**src/sv/frc16_pkg.sv**
```systemverilog
`default_nettype none

package frc16_pkg;

  // Default geometry of the receive buffer and header
  localparam int RxBufferBytesDefault = 256;
  localparam int HeaderBytesDefault   = 8;
  localparam int LengthOffsetDefault  = 6;

  // Header length plus payload length plus CRC needs one bit above the length field
  localparam int TotalW = 17;

  localparam logic [15:0] CrcInit = 16'hFFFF;
  localparam logic [15:0] CrcPoly = 16'h1021;

  localparam logic [7:0]  StartMarkerReset  = 8'd170;
  localparam logic [7:0]  PayloadLimitReset = 8'd246;
  localparam logic [15:0] SilenceLimitReset = 16'd2000;

  typedef enum logic [1:0] {
    REG_START_MARKER  = 2'd0,
    REG_PAYLOAD_LIMIT = 2'd1,
    REG_SILENCE_LIMIT = 2'd2
  } reg_index_t;

  typedef enum logic [1:0] {
    PH_HUNT   = 2'd0,
    PH_HEADER = 2'd1,
    PH_BODY   = 2'd2
  } phase_t;

  typedef enum logic [2:0] {
    EV_GOOD      = 3'd0,
    EV_OVERSIZE  = 3'd1,
    EV_OVERLIMIT = 3'd2,
    EV_CRC       = 3'd3,
    EV_TIMEOUT   = 3'd4
  } event_t;

  typedef struct packed {
    logic [7:0]  start_marker;
    logic [7:0]  payload_limit;
    logic [15:0] silence_limit;
  } cfg_t;

  typedef struct packed {
    logic        valid;
    event_t      code;
    logic [7:0]  ftype;
    logic [7:0]  fseq;
    logic [15:0] flen;
    logic        link;
  } result_t;

  // CRC-16/CCITT, MSB first, one byte per call
  function automatic logic [15:0] crc16_byte(input logic [15:0] crc_in, input logic [7:0] b);
    logic [15:0] c;
    c = crc_in ^ {b, 8'h00};
    for (int i = 0; i < 8; i++) begin
      if (c[15]) begin
        c = {c[14:0], 1'b0} ^ CrcPoly;
      end else begin
        c = {c[14:0], 1'b0};
      end
    end
    return c;
  endfunction

endpackage

`default_nettype wire

```
**src/sv/frc16_parser.sv**
```systemverilog
`default_nettype none

module frc16_parser import frc16_pkg::*; #(
  parameter int RX_BUFFER_BYTES = RxBufferBytesDefault,
  parameter int HEADER_BYTES    = HeaderBytesDefault,
  parameter int LENGTH_OFFSET   = LengthOffsetDefault
) (
  input  wire logic       clk,
  input  wire logic       rst,
  input  wire logic       step,
  input  wire logic       func,
  input  wire logic [7:0] rx_byte,
  input  wire cfg_t       cfg,
  output result_t         res
);

  localparam int CountW = $clog2(RX_BUFFER_BYTES + 1);

  phase_t              phase, phase_next;
  logic [CountW-1:0]   byte_count, byte_count_next;
  logic [CountW-1:0]   frame_total, frame_total_next;
  logic [15:0]         crc_reg, crc_reg_next;
  logic [7:0]          hdr_type, hdr_type_next;
  logic [7:0]          hdr_seq, hdr_seq_next;
  logic [15:0]         hdr_len, hdr_len_next;
  logic                connected, connected_next;
  logic [15:0]         idle_ticks, idle_ticks_next;

  logic [CountW-1:0]   count_inc;
  logic [15:0]         crc_upd;
  logic [TotalW-1:0]   total;
  logic                hdr_done, too_big, body_done, is_start;

  // Header field capture for the current byte
  always_comb begin
    hdr_type_next = hdr_type;
    hdr_seq_next  = hdr_seq;
    hdr_len_next  = hdr_len;
    if (phase == PH_HEADER) begin
      if (byte_count == '0) hdr_type_next = rx_byte;
      if (byte_count == CountW'(1)) hdr_seq_next = rx_byte;
      if (byte_count == CountW'(LENGTH_OFFSET)) hdr_len_next[7:0] = rx_byte;
      if (byte_count == CountW'(LENGTH_OFFSET + 1)) hdr_len_next[15:8] = rx_byte;
    end else if (phase != PH_BODY && rx_byte == cfg.start_marker) begin
      hdr_type_next = '0;
      hdr_seq_next  = '0;
      hdr_len_next  = '0;
    end
  end

  assign count_inc = byte_count + CountW'(1);
  assign crc_upd   = crc16_byte(crc_reg, rx_byte);
  assign total     = TotalW'(HEADER_BYTES) + {1'b0, hdr_len_next} + TotalW'(2);
  assign hdr_done  = count_inc >= CountW'(HEADER_BYTES);
  assign too_big   = total > TotalW'(RX_BUFFER_BYTES);
  assign body_done = count_inc >= frame_total;
  assign is_start  = rx_byte == cfg.start_marker;
  assign idle_ticks_next = (idle_ticks == 16'hFFFF) ? idle_ticks : idle_ticks + 16'd1;

  // Next phase
  always_comb begin
    phase_next = phase;
    if (!func) begin
      case (phase)
        PH_HEADER: begin
          if (hdr_done) phase_next = too_big ? PH_HUNT : PH_BODY;
        end
        PH_BODY: begin
          if (body_done) phase_next = PH_HUNT;
        end
        default: begin
          phase_next = is_start ? PH_HEADER : PH_HUNT;
        end
      endcase
    end
  end

  // Datapath updates and result
  always_comb begin
    byte_count_next  = byte_count;
    frame_total_next = frame_total;
    crc_reg_next     = crc_reg;
    connected_next   = connected;
    res.valid = 1'b0;
    res.code  = EV_GOOD;
    res.ftype = hdr_type_next;
    res.fseq  = hdr_seq_next;
    res.flen  = hdr_len_next;
    if (func) begin
      if (connected && idle_ticks_next > cfg.silence_limit) begin
        connected_next = 1'b0;
        res.valid = 1'b1;
        res.code  = EV_TIMEOUT;
        res.ftype = '0;
        res.fseq  = '0;
        res.flen  = '0;
      end
    end else begin
      case (phase)
        PH_HEADER: begin
          crc_reg_next    = crc_upd;
          byte_count_next = count_inc;
          if (hdr_done) begin
            frame_total_next = total[CountW-1:0];
            if (too_big) begin
              res.valid = 1'b1;
              res.code  = EV_OVERSIZE;
            end
          end
        end
        PH_BODY: begin
          crc_reg_next    = crc_upd;
          byte_count_next = count_inc;
          if (body_done) begin
            res.valid = 1'b1;
            if (hdr_len > {8'h00, cfg.payload_limit}) begin
              res.code = EV_OVERLIMIT;
            end else if (crc_upd != 16'h0000) begin
              res.code = EV_CRC;
            end else begin
              res.code       = EV_GOOD;
              connected_next = 1'b1;
            end
          end
        end
        default: begin
          if (is_start) begin
            byte_count_next  = '0;
            frame_total_next = '0;
            crc_reg_next     = CrcInit;
          end
        end
      endcase
    end
    res.link  = connected_next;
    res.valid = res.valid & step;
  end

  always_ff @(posedge clk) begin
    if (rst) begin
      phase      <= PH_HUNT;
      connected  <= 1'b0;
      idle_ticks <= '0;
      byte_count <= '0;
      frame_total <= '0;
      crc_reg    <= CrcInit;
      hdr_type   <= '0;
      hdr_seq    <= '0;
      hdr_len    <= '0;
    end else if (step) begin
      phase     <= phase_next;
      connected <= connected_next;
      if (func) begin
        idle_ticks <= idle_ticks_next;
      end else if (res.valid && res.code == EV_GOOD) begin
        idle_ticks <= '0;
      end
      if (!func) begin
        byte_count  <= byte_count_next;
        frame_total <= frame_total_next;
        crc_reg     <= crc_reg_next;
        hdr_type    <= hdr_type_next;
        hdr_seq     <= hdr_seq_next;
        hdr_len     <= hdr_len_next;
      end
    end
  end

endmodule

`default_nettype wire

```
**src/sv/frame_receiver_crc16.sv**
```systemverilog
// Frame receiver with CRC-16/CCITT check and link supervision.
// Input channel (in_valid / in_stall): each transfer is one item, either a
// received byte (func = 0, rx_byte) or one time tick (func = 1).
// Output channel (out_valid / out_stall): one transfer per reported event:
// good frame, oversize abort, length over limit, CRC mismatch or link
// timeout, with the header fields and the link state after the event.
// Most items report nothing; at most one event per item.
// Config channel (cfg_valid / cfg_ready / cfg_index / cfg_data): index 0
// start marker, 1 payload limit, 2 silence limit; other indexes ignored.
// cfg_ready is always high; write only while no item is in flight.
// Throughput: one item per cycle while the output is not stalled. An item sits in the
// input register, is parsed and its event lands in the output register, from
// which the event transfers once out_stall is low.
// A stalled output register holds its event and stalls the input register,
// which then raises in_stall; no item or event is dropped.
// Reset (rst, synchronous) returns the parser to hunting, drops the link,
// clears the idle count and restores the register defaults.
`default_nettype none

module frame_receiver_crc16 import frc16_pkg::*; #(
  parameter int RX_BUFFER_BYTES = RxBufferBytesDefault,
  parameter int HEADER_BYTES    = HeaderBytesDefault,
  parameter int LENGTH_OFFSET   = LengthOffsetDefault
) (
  input  wire logic        clk,
  input  wire logic        rst,
  input  wire logic        in_valid,
  output logic             in_stall,
  input  wire logic        func,
  input  wire logic [7:0]  rx_byte,
  output logic             out_valid,
  input  wire logic        out_stall,
  output logic [2:0]       event_code,
  output logic [7:0]       frame_type,
  output logic [7:0]       frame_seq,
  output logic [15:0]      frame_len,
  output logic             link_up,
  input  wire logic        cfg_valid,
  output logic             cfg_ready,
  input  wire logic [1:0]  cfg_index,
  input  wire logic [15:0] cfg_data
);

  cfg_t       cfg;
  logic       s1_valid;
  logic       s1_func;
  logic [7:0] s1_byte;
  logic       advance;
  result_t    res;

  assign cfg_ready = 1'b1;

  always_ff @(posedge clk) begin
    if (rst) begin
      cfg.start_marker  <= StartMarkerReset;
      cfg.payload_limit <= PayloadLimitReset;
      cfg.silence_limit <= SilenceLimitReset;
    end else if (cfg_valid && cfg_ready) begin
      case (reg_index_t'(cfg_index))
        REG_START_MARKER:  cfg.start_marker  <= cfg_data[7:0];
        REG_PAYLOAD_LIMIT: cfg.payload_limit <= cfg_data[7:0];
        REG_SILENCE_LIMIT: cfg.silence_limit <= cfg_data;
        default: ;
      endcase
    end
  end

  // The input register moves on whenever the output register can take a result
  assign advance  = !out_valid || !out_stall;
  assign in_stall = s1_valid && !advance;

  always_ff @(posedge clk) begin
    if (rst) begin
      s1_valid <= 1'b0;
    end else if (in_valid && !in_stall) begin
      s1_valid <= 1'b1;
    end else if (advance) begin
      s1_valid <= 1'b0;
    end
  end

  always_ff @(posedge clk) begin
    if (in_valid && !in_stall) begin
      s1_func <= func;
      s1_byte <= rx_byte;
    end
  end

  frc16_parser #(
    .RX_BUFFER_BYTES(RX_BUFFER_BYTES),
    .HEADER_BYTES   (HEADER_BYTES),
    .LENGTH_OFFSET  (LENGTH_OFFSET)
  ) u_parser (
    .clk    (clk),
    .rst    (rst),
    .step   (s1_valid && advance),
    .func   (s1_func),
    .rx_byte(s1_byte),
    .cfg    (cfg),
    .res    (res)
  );

  always_ff @(posedge clk) begin
    if (rst) begin
      out_valid <= 1'b0;
    end else if (res.valid) begin
      out_valid <= 1'b1;
    end else if (!out_stall) begin
      out_valid <= 1'b0;
    end
  end

  always_ff @(posedge clk) begin
    if (res.valid) begin
      event_code <= res.code;
      frame_type <= res.ftype;
      frame_seq  <= res.fseq;
      frame_len  <= res.flen;
      link_up    <= res.link;
    end
  end

endmodule

`default_nettype wire

```
**config.mk**
```make
export PLATFORM = sky130hd
export DESIGN_NAME = frame_receiver_crc16
export DESIGN_NICKNAME = d
export VERILOG_FILES = /design/src/sv/frc16_pkg.sv /design/src/sv/frc16_parser.sv /design/src/sv/frame_receiver_crc16.sv
export SDC_FILE = /design/constraint.sdc
export NUM_CORES = 1
export LEC_CHECK = 0
export BUFFER_PORTS_ARGS = -buffer_cell sky130_fd_sc_hd__buf_2
export CAP_MARGIN = 20
export CORE_MARGIN = 4
export CORE_UTILIZATION = 45
export DETAILED_ROUTE_END_ITERATION = 7
export PLACE_DENSITY = 0.72
export SYNTH_ARGS = -nofsm -noshare
export SYNTH_HDL_FRONTEND = slang
export SYNTH_HIERARCHICAL = 1
export SYNTH_SLANG_ARGS = --single-unit
```
**constraint.sdc**
```tcl
create_clock -name clk -period 9.95 [get_ports clk]
set_input_delay 1.99 -clock clk [delete_from_list [all_inputs] [get_ports clk]]
set_output_delay 1.99 -clock clk [all_outputs]
set_load 0.01 [all_outputs]
```
---- Yosys cells after proc, flatten, opt, wreduce, memory -nomap -nowiden ----
Cells that the tools add are included.
cells by class
  $add $sub $neg .......................... 4
  multiply operators ...................... 0
  divide/modulo/power cells ............... 0
  magnitude comparators ................... 5
  equal/unequal tests ..................... 13
  shift-type cells ........................ 0
  muxes and demuxes ....................... 51
  bitwise gates (word level) .............. 12
  reduce and logical (&&, ||, !) cells .... 28
operator list
  operator                 number
  $mux W16                 7
  $mux W13                 8
  $mux W8                  8
  $mux W36                 1
  $mux W32                 1
  $mux W9                  3
  $not A3 Y3               8
  $eq A9 B3 Y1 const B     2
  $pmux W9 S2              1
  $add A17 B2 Y17 const B  1
  $add A4 B16 Y17 const A  1
  $gt A17 B9 Y1 const B    1
  $add A16 B1 Y16 const B  1
  $eq A16 B16 Y1 const B   1
  $gt A16 B16 Y1           1
  $gt A16 B8 Y1            1
  $mux W4                  4
  $reduce_bool A16 Y1      1
  $xor A16 B16 Y16         1
  $mux W1                  11
  $reduce_and A2 Y1        5
  $add A9 B1 Y9 const B    1
  $eq A9 B1 Y1 const B     1
  $ge A9 B4 Y1 const B     1
  other kinds (23)         42
storage, ports and cells
  flip-flop bits (word level) ............. 164
  bits in latches ......................... 0
  memory bits (writable) .................. 0
  bits in read-only memories .............. 0
  output and inout port bits .............. 39
  word-level logic and storage cells ...... 134
  memories kept ........................... 0

---- Logic depth before layout (Yosys ltp) ----
Gate-level depths: netlist (run 1).
  depth after elaboration ................. 27
  depth in mapped cells ................... 19
  gate-level depth less buffers ........... 17

---- By module ----
Netlist (run 1), hierarchy kept.
modules (own cells, without submodules)
  module                times used  cells each  area each (µm²)  sequential area each (µm²)
  frc16_parser          1           789         6148.4           1701.6
  frame_receiver_crc16  1           189         2780.2           2031.9

---- Worst setup path after synthesis (run 1) ----
No wires, ideal clock.
  path type ............................... input to output
  from .................................... input out_stall
  to ...................................... output in_stall
  data arrival time ....................... 2.179 ns
  required time ........................... 7.960 ns
  setup slack ............................. 5.781 ns
  stages on the path ...................... 2
  buffers on the path ..................... 0
  cell sequence ........................... nand3_1 -> inv_1
between the ends
  longest elaborated chain between the ends .. 4
ends and longest elaborated chain
  element              line                        text
  start: declaration   frame_receiver_crc16.sv:32  input wire logic out_stall,
  $logic_not A1 Y1     --
  $logic_or A1 B1 Y1   frame_receiver_crc16.sv:69  assign advance = !out_valid || !out_stall;
  $logic_not A1 Y1     frame_receiver_crc16.sv:70  assign in_stall = s1_valid && !advance;
  $logic_and A1 B1 Y1  frame_receiver_crc16.sv:70
  end: declaration     frame_receiver_crc16.sv:28  output logic in_stall,
No other way between the ends.

==> impl_metrics.tcl, run 1 <==
set metrics [dict create \
    outcome "finished clean" \
    power_frac_seq_pct 48.6 \
    viasPerCell 5.59 \
    placement.cell_area_sq_um 9350 \
    initial_core_util_pct 45.9 \
    p_switching_uw 356 \
    finalMaxSlewViolations 0 \
    drc 0 \
    htree_levels 4 \
    netlist_instances 978 \
    intPower_mw 1.11 \
    yosysTopAreaCell "dfxtp_1" \
    p_leak_nw 3.92 \
    finalNonFillerCells 1292 \
    synthesis.area_sq_um 8930 \
    synth_ff_type "dfxtp_1" \
    comb_power_share_pct 5.4 \
    die_w_um 149 \
    core_area_sq_um 19500 \
    fp-row-count 51 \
    dr.pass1.iters 5 \
    crit_path_cell_trace "xor2_1, nor4_1, and3_1, nor2_1, ha_1, nand3_1, mux2i_1, o21ba_1, o211a_1, o2111ai_2, a2111oi_4, o31ai_4, buf_4" \
    ys_ff_latch 164 \
    yosysSeqAreaShare_pct 41.8 \
    rsz0062_at_grt "no" \
    synth-edff-count 45 \
    numPortBuffers 69 \
    max_freq_mhz 199 \
    post_cts_buffers 0 \
    grt_max_degree 75 \
    cts.repair.resized 0 \
    finalClockSkew_ns 0.00797 \
    final_layout_size_suffix_gt1_share_pct 13.5 \
    nets 1087 \
    p_clk_share_pct 46.1 \
    switching_share_pct 24.3 \
    max_slew_margin_pct 36.9 \
    drt_iter0_drc 744 \
    cp_num_buf_inv 1 \
    vias 7216 \
    clkTransAtPathRegs_ns 0.07 \
    dp_hpwl_mm 14.9 \
    fin_tns_setup_ns 0 \
    largest_reg_flops 32 \
    clockBufferDepth 2 \
    cp.required_ns 10.01 \
    finalHoldViolCount 0 \
    critPathMaxStageDelay_ns 0.84 \
    critPathTopFamily "simple AND/OR/NAND/NOR gates" \
    diodes 0 \
    timing.final.crit_share_pct 50.4 \
    cts-root-buf "clkbuf_16" \
    ys_warn_count 6 \
    drtAntennaViolNets 0 \
    die_height_um 149 \
    synth_area_leaders "dfxtp_1 27%, edfxtp_1 15%, ha_1 5.7%" \
    clkSinkCount 164 \
    synth.distinct_cells 75 \
    critical-path-slowest-cell "edfxtp_1" \
    placed_cells_incl_taps 1259 \
    grt_pass1_vias 6887 \
    cp_data_arrival_time_ns 5.08 \
    postCtsHoldBufs 0 \
    powerDensity_nw_per_um2 147 \
    tightest_slew_ns 0.946 \
    grtUsageTotal_pct 19.7 \
    vdd_drop_max_v 0.000120 \
    synth_top_area_share_pct 26.7 \
    gp_congestion 0.873 \
    cts_tree "yes" \
    antenna_found_initial 0 \
    async_flop_share_pct 0 \
    setup_viol 0 \
    top_register "cfg" \
    design_area_sq_um 9990 \
    startpoint_type "flop" \
    synth_area_per_cell_sq_um 9.13 \
    fin_crit_ns 5.02 \
    io_pins 71 \
    synth_most_common_cell "nor2_1" \
    cts_inserted_buffers 17 \
    netlist_top_cells_count "120 x nor2_1, 119 x dfxtp_1, 99 x nand2_1" \
    crit_fanout 53 \
    maxCapViolations 0 \
    wl_per_cell_um 16.6 \
    hold_class "reg -> reg" \
    grt_pass1_wl_mm 35.2 \
    die-area_sq_um 22200 \
    synth_nets 1051 \
    insertion_delay_ns 0.43 \
    area_growth_pct 11.8 \
    globalRouteOverflowTotal 0 \
    fillers 1752 \
    worst_setup_path_end_kind "flop" \
    crit_type "reg -> reg" \
    wl_mm 21.5 \
    fin_total_pwr_mw 1.46 \
]
## kinds of logic after synthesis
| group | Yosys count | synth area share, % |
|---|---|---|
| compound gates | 178 | 14.4 |
| flops | 164 | 41.8 |
| simple gates | 369 | 19.9 |
| xor+xnor | 69 | 6.77 |
| buf+inv | 102 | 5.07 |
| other cells | 1 | 0.0420 |
| mux | 54 | 6.26 |
| fa+ha+maj | 41 | 5.75 |
## layout make-up
type	count	area (sq um)	share of cell area (%)
multi-input cells	712	4740	47.5
flip-flops and latches	164	3730	37.4
clock buffers	18	439	4.40
repair buffers	74	405	4.06
well taps	265	332	3.32
inverters	45	169	1.69
clock inverters	14	165	1.65
## worst register-to-register path, cell delays in order (launching register included)
cell	delay, ns
edfxtp_1	0.84
xor2_1	0.19
nor4_1	0.43
and3_1	0.75
nor2_1	0.18
ha_1	0.33
nand3_1	0.11
mux2i_1	0.10
o21ba_1	0.19
o211a_1	0.23
o2111ai_2	0.27
a2111oi_4	0.15
o31ai_4	0.26
buf_4	0.58
## metrics by stage
stage,util [%],worst slack (ns),hold slack [ns]
final,51.3,4.93,0.474
after CTS,51.2,5.03,0.477
after floorplan,-,5.78,0.432
after global routing,51.3,4.60,0.500
after global placement,48.1,4.91,0.446
after detailed placement,48.1,4.86,0.466
## cell usage in the layout (no fill, tap or decap), types with 5 or more instances in the layout
| cell type | count |
|---|---|
| mux2i_1 | 46 |
| o21ai_0 | 11 |
| a31oi_1 | 6 |
| a211oi_2 | 9 |
| nor4_1 | 6 |
| ha_1 | 41 |
| edfxtp_1 | 45 |
| nor2_1 | 120 |
| a22oi_1 | 40 |
| a21oi_1 | 46 |
| a211oi_1 | 11 |
| xor2_1 | 39 |
| nand2_1 | 99 |
| or3_1 | 6 |
| inv_6 | 5 |
| and3_1 | 8 |
| and2_1 | 5 |
| o22ai_1 | 16 |
| nand3_1 | 44 |
| nor3_1 | 11 |
| buf_2 | 68 |
| nand4_1 | 8 |
| nand2b_1 | 33 |
| inv_1 | 43 |
| dfxtp_1 | 119 |
| buf_4 | 5 |
| clkbuf_16 | 17 |
| xnor2_1 | 30 |
| a21o_1 | 8 |
## per-layer routing
| layer | track usage (%) | up-vias | routed length [um] |
|---|---|---|---|
| li1 | - | 3508 | - |
| met1 | 27.6 | 3425 | 9900 |
| met2 | 30.5 | 254 | 9790 |
| met3 | 4.86 | 29 | 1500 |
| met4 | 5.35 | 0 | 306 |
| met5 | 0 | - | 0 |
## final timing paths
kind                        end  slack (ns)  depth (start not counted)        from
hold reg to reg         cfg[13]        0.47                          2     cfg[13]
setup / recovery  frame_len[15]        4.93                         13  s1_byte[4]
setup reg to reg  frame_len[15]        4.93                         13  s1_byte[4]
hold / removal          cfg[13]        0.47                          2     cfg[13]
## power groups by stage
stage / registers [mW] / clock network, mW / logic, mW
floorplan: 0.711 / 0 / 0.0661
global placement: 0.725 / 0 / 0.0759
detailed placement: 0.725 / 0 / 0.0774
CTS: 0.710 / 0.685 / 0.0783
global route: 0.711 / 0.715 / 0.0873
finish: 0.711 / 0.674 / 0.0787
No activity file was read; power rests on OpenSTA's default activity.
==> inputs of run 2 (changes only) <==
Settings changed: ABC_AREA from default to 1.
Clock period 9.95 ns to 4.8 ns, I/O delays scaled along.
==> impl_metrics.tcl, run 2 <==
set metrics [dict create \
    outcome "finished clean" \
    post_cts_buffers 0 \
    ys_warn_count 6 \
    initial_core_util_pct 45.7 \
    io_pins 71 \
    worst_setup_path_end_kind "flop" \
    clkTransAtPathRegs_ns 0.07 \
    hold_end "cfg[21]" \
    p_leak_nw 4.86 \
    drc 0 \
    finalHoldViolCount 0 \
    worstSetupPathDepth 26 \
    cp.required_ns 4.92 \
    synthesis.area_sq_um 9220 \
    cp_num_buf_inv 5 \
    maxCapViolations 0 \
    final_layout_size_suffix_gt1_share_pct 13.8 \
    hold_slack_ns 0.465 \
    top_register "cfg" \
    drtAntennaViolNets 0 \
    vdd_drop_max_v 0.000257 \
    synth_top_area_share_pct 25.8 \
    yosysSeqAreaShare_pct 40.5 \
    grtUsageTotal_pct 19.1 \
    wl_per_cell_um 13.6 \
    cts_inserted_buffers 17 \
    reg2reg_to "frame_len[4]" \
    cts.repair.resized 0 \
    async_flop_share_pct 0 \
    critPathMaxStageDelay_ns 0.40 \
    max_freq_mhz 235 \
    viasPerCell 5.11 \
    postCtsHoldBufs 0 \
    cts-root-buf "clkbuf_16" \
    hold_class "reg -> reg" \
    die-area_sq_um 22800 \
    synth_most_common_cell "nand2_1" \
    fillers 1957 \
    most-common-layout-cells "253 x nand2_1, 215 x inv_1, 119 x dfxtp_1" \
    hold_start "cfg[21]" \
    cts_tree "yes" \
    largest_reg_flops 32 \
    crit_fanout 34 \
    rrSetupSlack_ns 0.54 \
    tightest_slew_ns 0.951 \
    synth.distinct_cells 54 \
    synth_ff_type "dfxtp_1" \
    timing.final.crit_share_pct 88.7 \
    final_common_cell "nand2_1" \
    whs_path_depth 2 \
    die_height_um 151 \
    critical-path-slowest-cell "dfxtp_1" \
    antenna_found_initial 0 \
    globalRouteOverflowTotal 0 \
    diodes 0 \
    netlist_top_cells_count "253 x nand2_1, 215 x inv_1, 119 x dfxtp_1" \
    startpoint_type "flop" \
    numPortBuffers 69 \
    critPathTopFamily "simple AND/OR/NAND/NOR gates" \
    r2r-start "u_parser/idle_ticks[0]" \
    area_growth_pct 12.2 \
    cp_data_arrival_time_ns 4.37 \
    max_slew_margin_pct 36.6 \
    vias 8056 \
    netlist_instances 1241 \
    insertion_delay_ns 0.43 \
    finalMaxSlewViolations 0 \
    gp_congestion 0.940 \
    yosysTopAreaCell "dfxtp_1" \
    setup_viol 0 \
    grt_pass1_vias 7416 \
    synth_area_leaders "dfxtp_1 26%, edfxtp_1 15%, nand2_1 10%" \
    fp-row-count 52 \
    nets 1368 \
    htree_levels 4 \
    core_area_sq_um 20200 \
    dr.pass1.iters 5 \
    r2r_cells 26 \
    ys_ff_latch 164 \
    synth_area_per_cell_sq_um 7.43 \
    crit_type "reg -> reg" \
    die_w_um 151 \
    grt_pass1_wl_mm 34.9 \
    fin_crit_ns 4.26 \
    placement.cell_area_sq_um 9770 \
    finalClockSkew_ns 0.0111 \
    design_area_sq_um 10300 \
    clkSinkCount 164 \
    grt_max_degree 63 \
    synth_nets 1314 \
    drt_iter0_drc 635 \
    synth-edff-count 45 \
    clockBufferDepth 2 \
    dp_hpwl_mm 14.9 \
    wl_mm 21.4 \
    powerDensity_nw_per_um2 304 \
]
run 2: cell families (layout without fill, tap and decap cells):
group,after synthesis,after routing,share of synthesized area [%]
compound gates,248,248,15.5
buf+inv,277,344,12.1
fa+ha+maj,41,41,5.56
other cells,1,1,0.0407
simple gates,477,477,23.2
flops,164,164,40.5
xor+xnor,33,33,3.13
run 2: final cells by class:
| type | count | area [sq um] | share of cell area (%) |
|---|---|---|---|
| Timing Repair Buffer | 84 | 470 | 4.55 |
| Multi-Input combinational cell | 800 | 4380 | 42.3 |
| Tap cell | 270 | 338 | 3.26 |
| Clock buffer | 21 | 440 | 4.26 |
| Clock inverter | 11 | 129 | 1.25 |
| Inverter | 228 | 856 | 8.27 |
| Sequential cell | 164 | 3730 | 36.1 |
run 2: worst max path at each step:
stage | slack [ns] | endpoint | startpoint
finish | 0.54 | frame_len[4] | u_parser/idle_ticks[0]
global route | -0.01 | u_parser/idle_ticks[3] | u_parser/idle_ticks[0]
CTS | 0.44 | frame_len[8] | u_parser/idle_ticks[0]
detailed placement | 0.49 | frame_len[3] | u_parser/idle_ticks[0]
global placement | 0.63 | frame_len[3] | u_parser/idle_ticks[0]
floorplan | 0.84 | u_parser/idle_ticks[10] | u_parser/idle_ticks[0]
run 2: power breakdown:
group          switching [mW]  leakage, nW  internal, mW
Clock                   0.562        0.262         0.769
Sequential             0.0334         1.38          1.46
Combinational           0.208         3.22         0.112
Total                   0.803         4.86          2.34
run 2: worst reg2reg max path, cell delays in order (launching register included):
cell and delay [ns]:
dfxtp_1 0.40, ha_1 0.17, inv_1 0.06, nor3_1 0.15, inv_1 0.10, nor3_2 0.21, nand3_2 0.19, nor4_1 0.20
nand2_1 0.12, inv_1 0.16, nor3_1 0.08, a21oi_1 0.20, ha_1 0.19, nand3_1 0.10, o211ai_1 0.18, a21o_1 0.13
a21oi_1 0.05, o21ai_0 0.16, nand2_1 0.07, o211ai_1 0.10, o21ai_1 0.14, nor2_1 0.11, nand2_1 0.09, inv_1 0.09
nand2_1 0.08, nand2_4 0.15, buf_12 0.21
run 2: metal layers:
layer	share of wire, %	vias up	routed length [um]	GRT usage (%)
met5	0	-	0	0
met4	2.2	0	479	6.80
met3	4.8	31	1030	3.86
met2	48	208	10300	32.4
met1	45	3688	9560	24.1
li1	-	4129	-	-
run 2: stage by stage:
stage / setup WS, ns / total power [mW] / utilization (%) / TNS [ns] / std cells
2_1_floorplan: 0.838 / 1.75 / - / 0 / 1241
3_3_place_gp: 0.628 / 1.83 / 48.4 / 0 / 1546
3_5_place_dp: 0.486 / 1.84 / 48.4 / 0 / 1546
4_1_cts: 0.437 / 3.17 / 51.3 / 0 / 1578
5_1_grt: -0.0113 / 3.28 / 51.3 / -0.0114 / 1578
6_report: 0.543 / 3.14 / 51.3 / 0 / 1578
==> inputs of run 3 (changes only) <==
Settings changed: ABC_AREA 1 to default.
==> impl_metrics.tcl, run 3 (synthesis gave the netlist of run 1 again) <==
set metrics [dict create \
    cts.repair.resized 0 \
    vdd_drop_max_v 0.000240 \
    io_pins 71 \
    antenna_found_initial 0 \
    wl_per_cell_um 16.9 \
    cts_inserted_buffers 17 \
    viasPerCell 5.54 \
    grt_pass1_vias 6866 \
    placed_cells_incl_taps 1271 \
    cts-root-buf "clkbuf_16" \
    diodes 0 \
    grtUsageTotal_pct 20.3 \
    max_slew_margin_pct 35.9 \
    timing.final.crit_share_pct 90.8 \
    clockBufferDepth 2 \
    vias 7224 \
    maxCapViolations 0 \
    area_growth_pct 12.3 \
    cp.required_ns 5.14 \
    dp_slack_ns 0.549 \
    clkSinkCount 164 \
    crit_fanout 20 \
    finalHoldViolCount 0 \
    fin_tns_setup_ns 0 \
    gp_congestion 0.876 \
    cp_data_arrival_time_ns 4.70 \
    drt_iter0_drc 469 \
    placement.cell_area_sq_um 9440 \
    cts_tree "yes" \
    wl_mm 22.1 \
    die-area_sq_um 22200 \
    top_register "cfg" \
    fp-row-count 51 \
    multi_input_area_sq_um 4740 \
    initial_core_util_pct 45.9 \
    final_util_pct 51.5 \
    globalRouteOverflowTotal 0 \
    hold_class "reg -> reg" \
    fin_crit_ns 4.36 \
    crit_type "reg -> reg" \
    setup_slack_ns 0.442 \
    grt_pass1_wl_mm 35.9 \
    die_height_um 149 \
    worst_setup_path_end_kind "flop" \
    finalNonFillerCells 1303 \
    die_w_um 149 \
    startpoint_type "flop" \
    grt_max_degree 65 \
    nets 1098 \
    post_cts_buffers 0 \
    drc 0 \
    postCtsHoldBufs 0 \
    powerDensity_nw_per_um2 299 \
    p_leak_nw 3.96 \
    numPortBuffers 69 \
    fin_total_pwr_mw 3.00 \
    design_area_sq_um 10000 \
    most-common-layout-cells "120 x nor2_1, 119 x dfxtp_1, 99 x nand2_1" \
    largest_reg_flops 32 \
    dr.pass1.iters 5 \
    tightest_slew_ns 0.962 \
    register_area_sq_um 3730 \
    insertion_delay_ns 0.44 \
    hold_slack_ns 0.468 \
    max_freq_mhz 229 \
    finalClockSkew_ns 0.0106 \
    finalMaxSlewViolations 0 \
    final_common_cell "nor2_1" \
    core_area_sq_um 19500 \
    outcome "finished clean" \
    setup_viol 0 \
    drtAntennaViolNets 0 \
    fillers 1781 \
    rsz0062_at_grt "no" \
    dp_hpwl_mm 15.4 \
    clkTransAtPathRegs_ns 0.07 \
    final_layout_size_suffix_gt1_share_pct 14.5 \
    htree_levels 4 \
]
run 3: cell count changes in the layout (fill, tap and decap cells not counted), sizes merged, moves of 16 or more:
cell	before	now
a211oi	4	20
xor2	17	39
nand2b	0	33
a21oi	118	46
inv	227	54
nor2	88	122
mux2i	0	48
nand2	259	99
a22oi	2	40
a31o	16	0
nand3	80	44
o21ai	81	15
run 3: power by group:
group | switching, mW | internal, mW
Clock | 0.656 | 0.697
Combinational | 0.120 | 0.0692
Sequential | 0.0209 | 1.43
Total | 0.797 | 2.20
run 3: area by class of cell:
| type | count | area share (%) |
|---|---|---|
| multi-input cells | 712 | 47.3 |
| flip-flops and latches | 164 | 37.2 |
| repair buffers | 85 | 4.67 |
| clock buffers | 17 | 4.24 |
| well taps | 265 | 3.31 |
| inverters | 45 | 1.68 |
| clock inverters | 15 | 1.56 |
run 3: metal layers:
| metal | wire length [um] | global-route usage [%] |
|---|---|---|
| met5 | 0 | 0 |
| met3 | 1510 | 4.07 |
| met2 | 10200 | 32.2 |
| met1 | 9960 | 27.7 |
| met4 | 394 | 7.00 |
run 3: critical path, stage by stage (launching register included):
cell       delay (ns)
dfxtp_1          0.34
inv_1            0.07
ha_1             0.37
nor4b_4          0.39
nand4_2          0.23
mux2i_1          0.23
nor2_1           0.18
ha_1             0.31
inv_1            0.14
a211oi_1         0.27
xor2_1           0.27
o2111ai_2        0.20
a2111oi_4        0.59
o31ai_4          0.14
buf_4            0.25
a221oi_1         0.28
run 3: worst paths after layout:
path	from	endpoint	slack, ns	depth (start not counted)
worst max-delay path	u_parser/phase[1]	u_parser/idle_ticks[15]	0.44	15
worst min-delay path	u_parser/frame_total[1]	u_parser/frame_total[1]	0.47	2
worst max register to register	u_parser/phase[1]	u_parser/idle_ticks[15]	0.44	15
worst min register to register	u_parser/frame_total[1]	u_parser/frame_total[1]	0.47	2
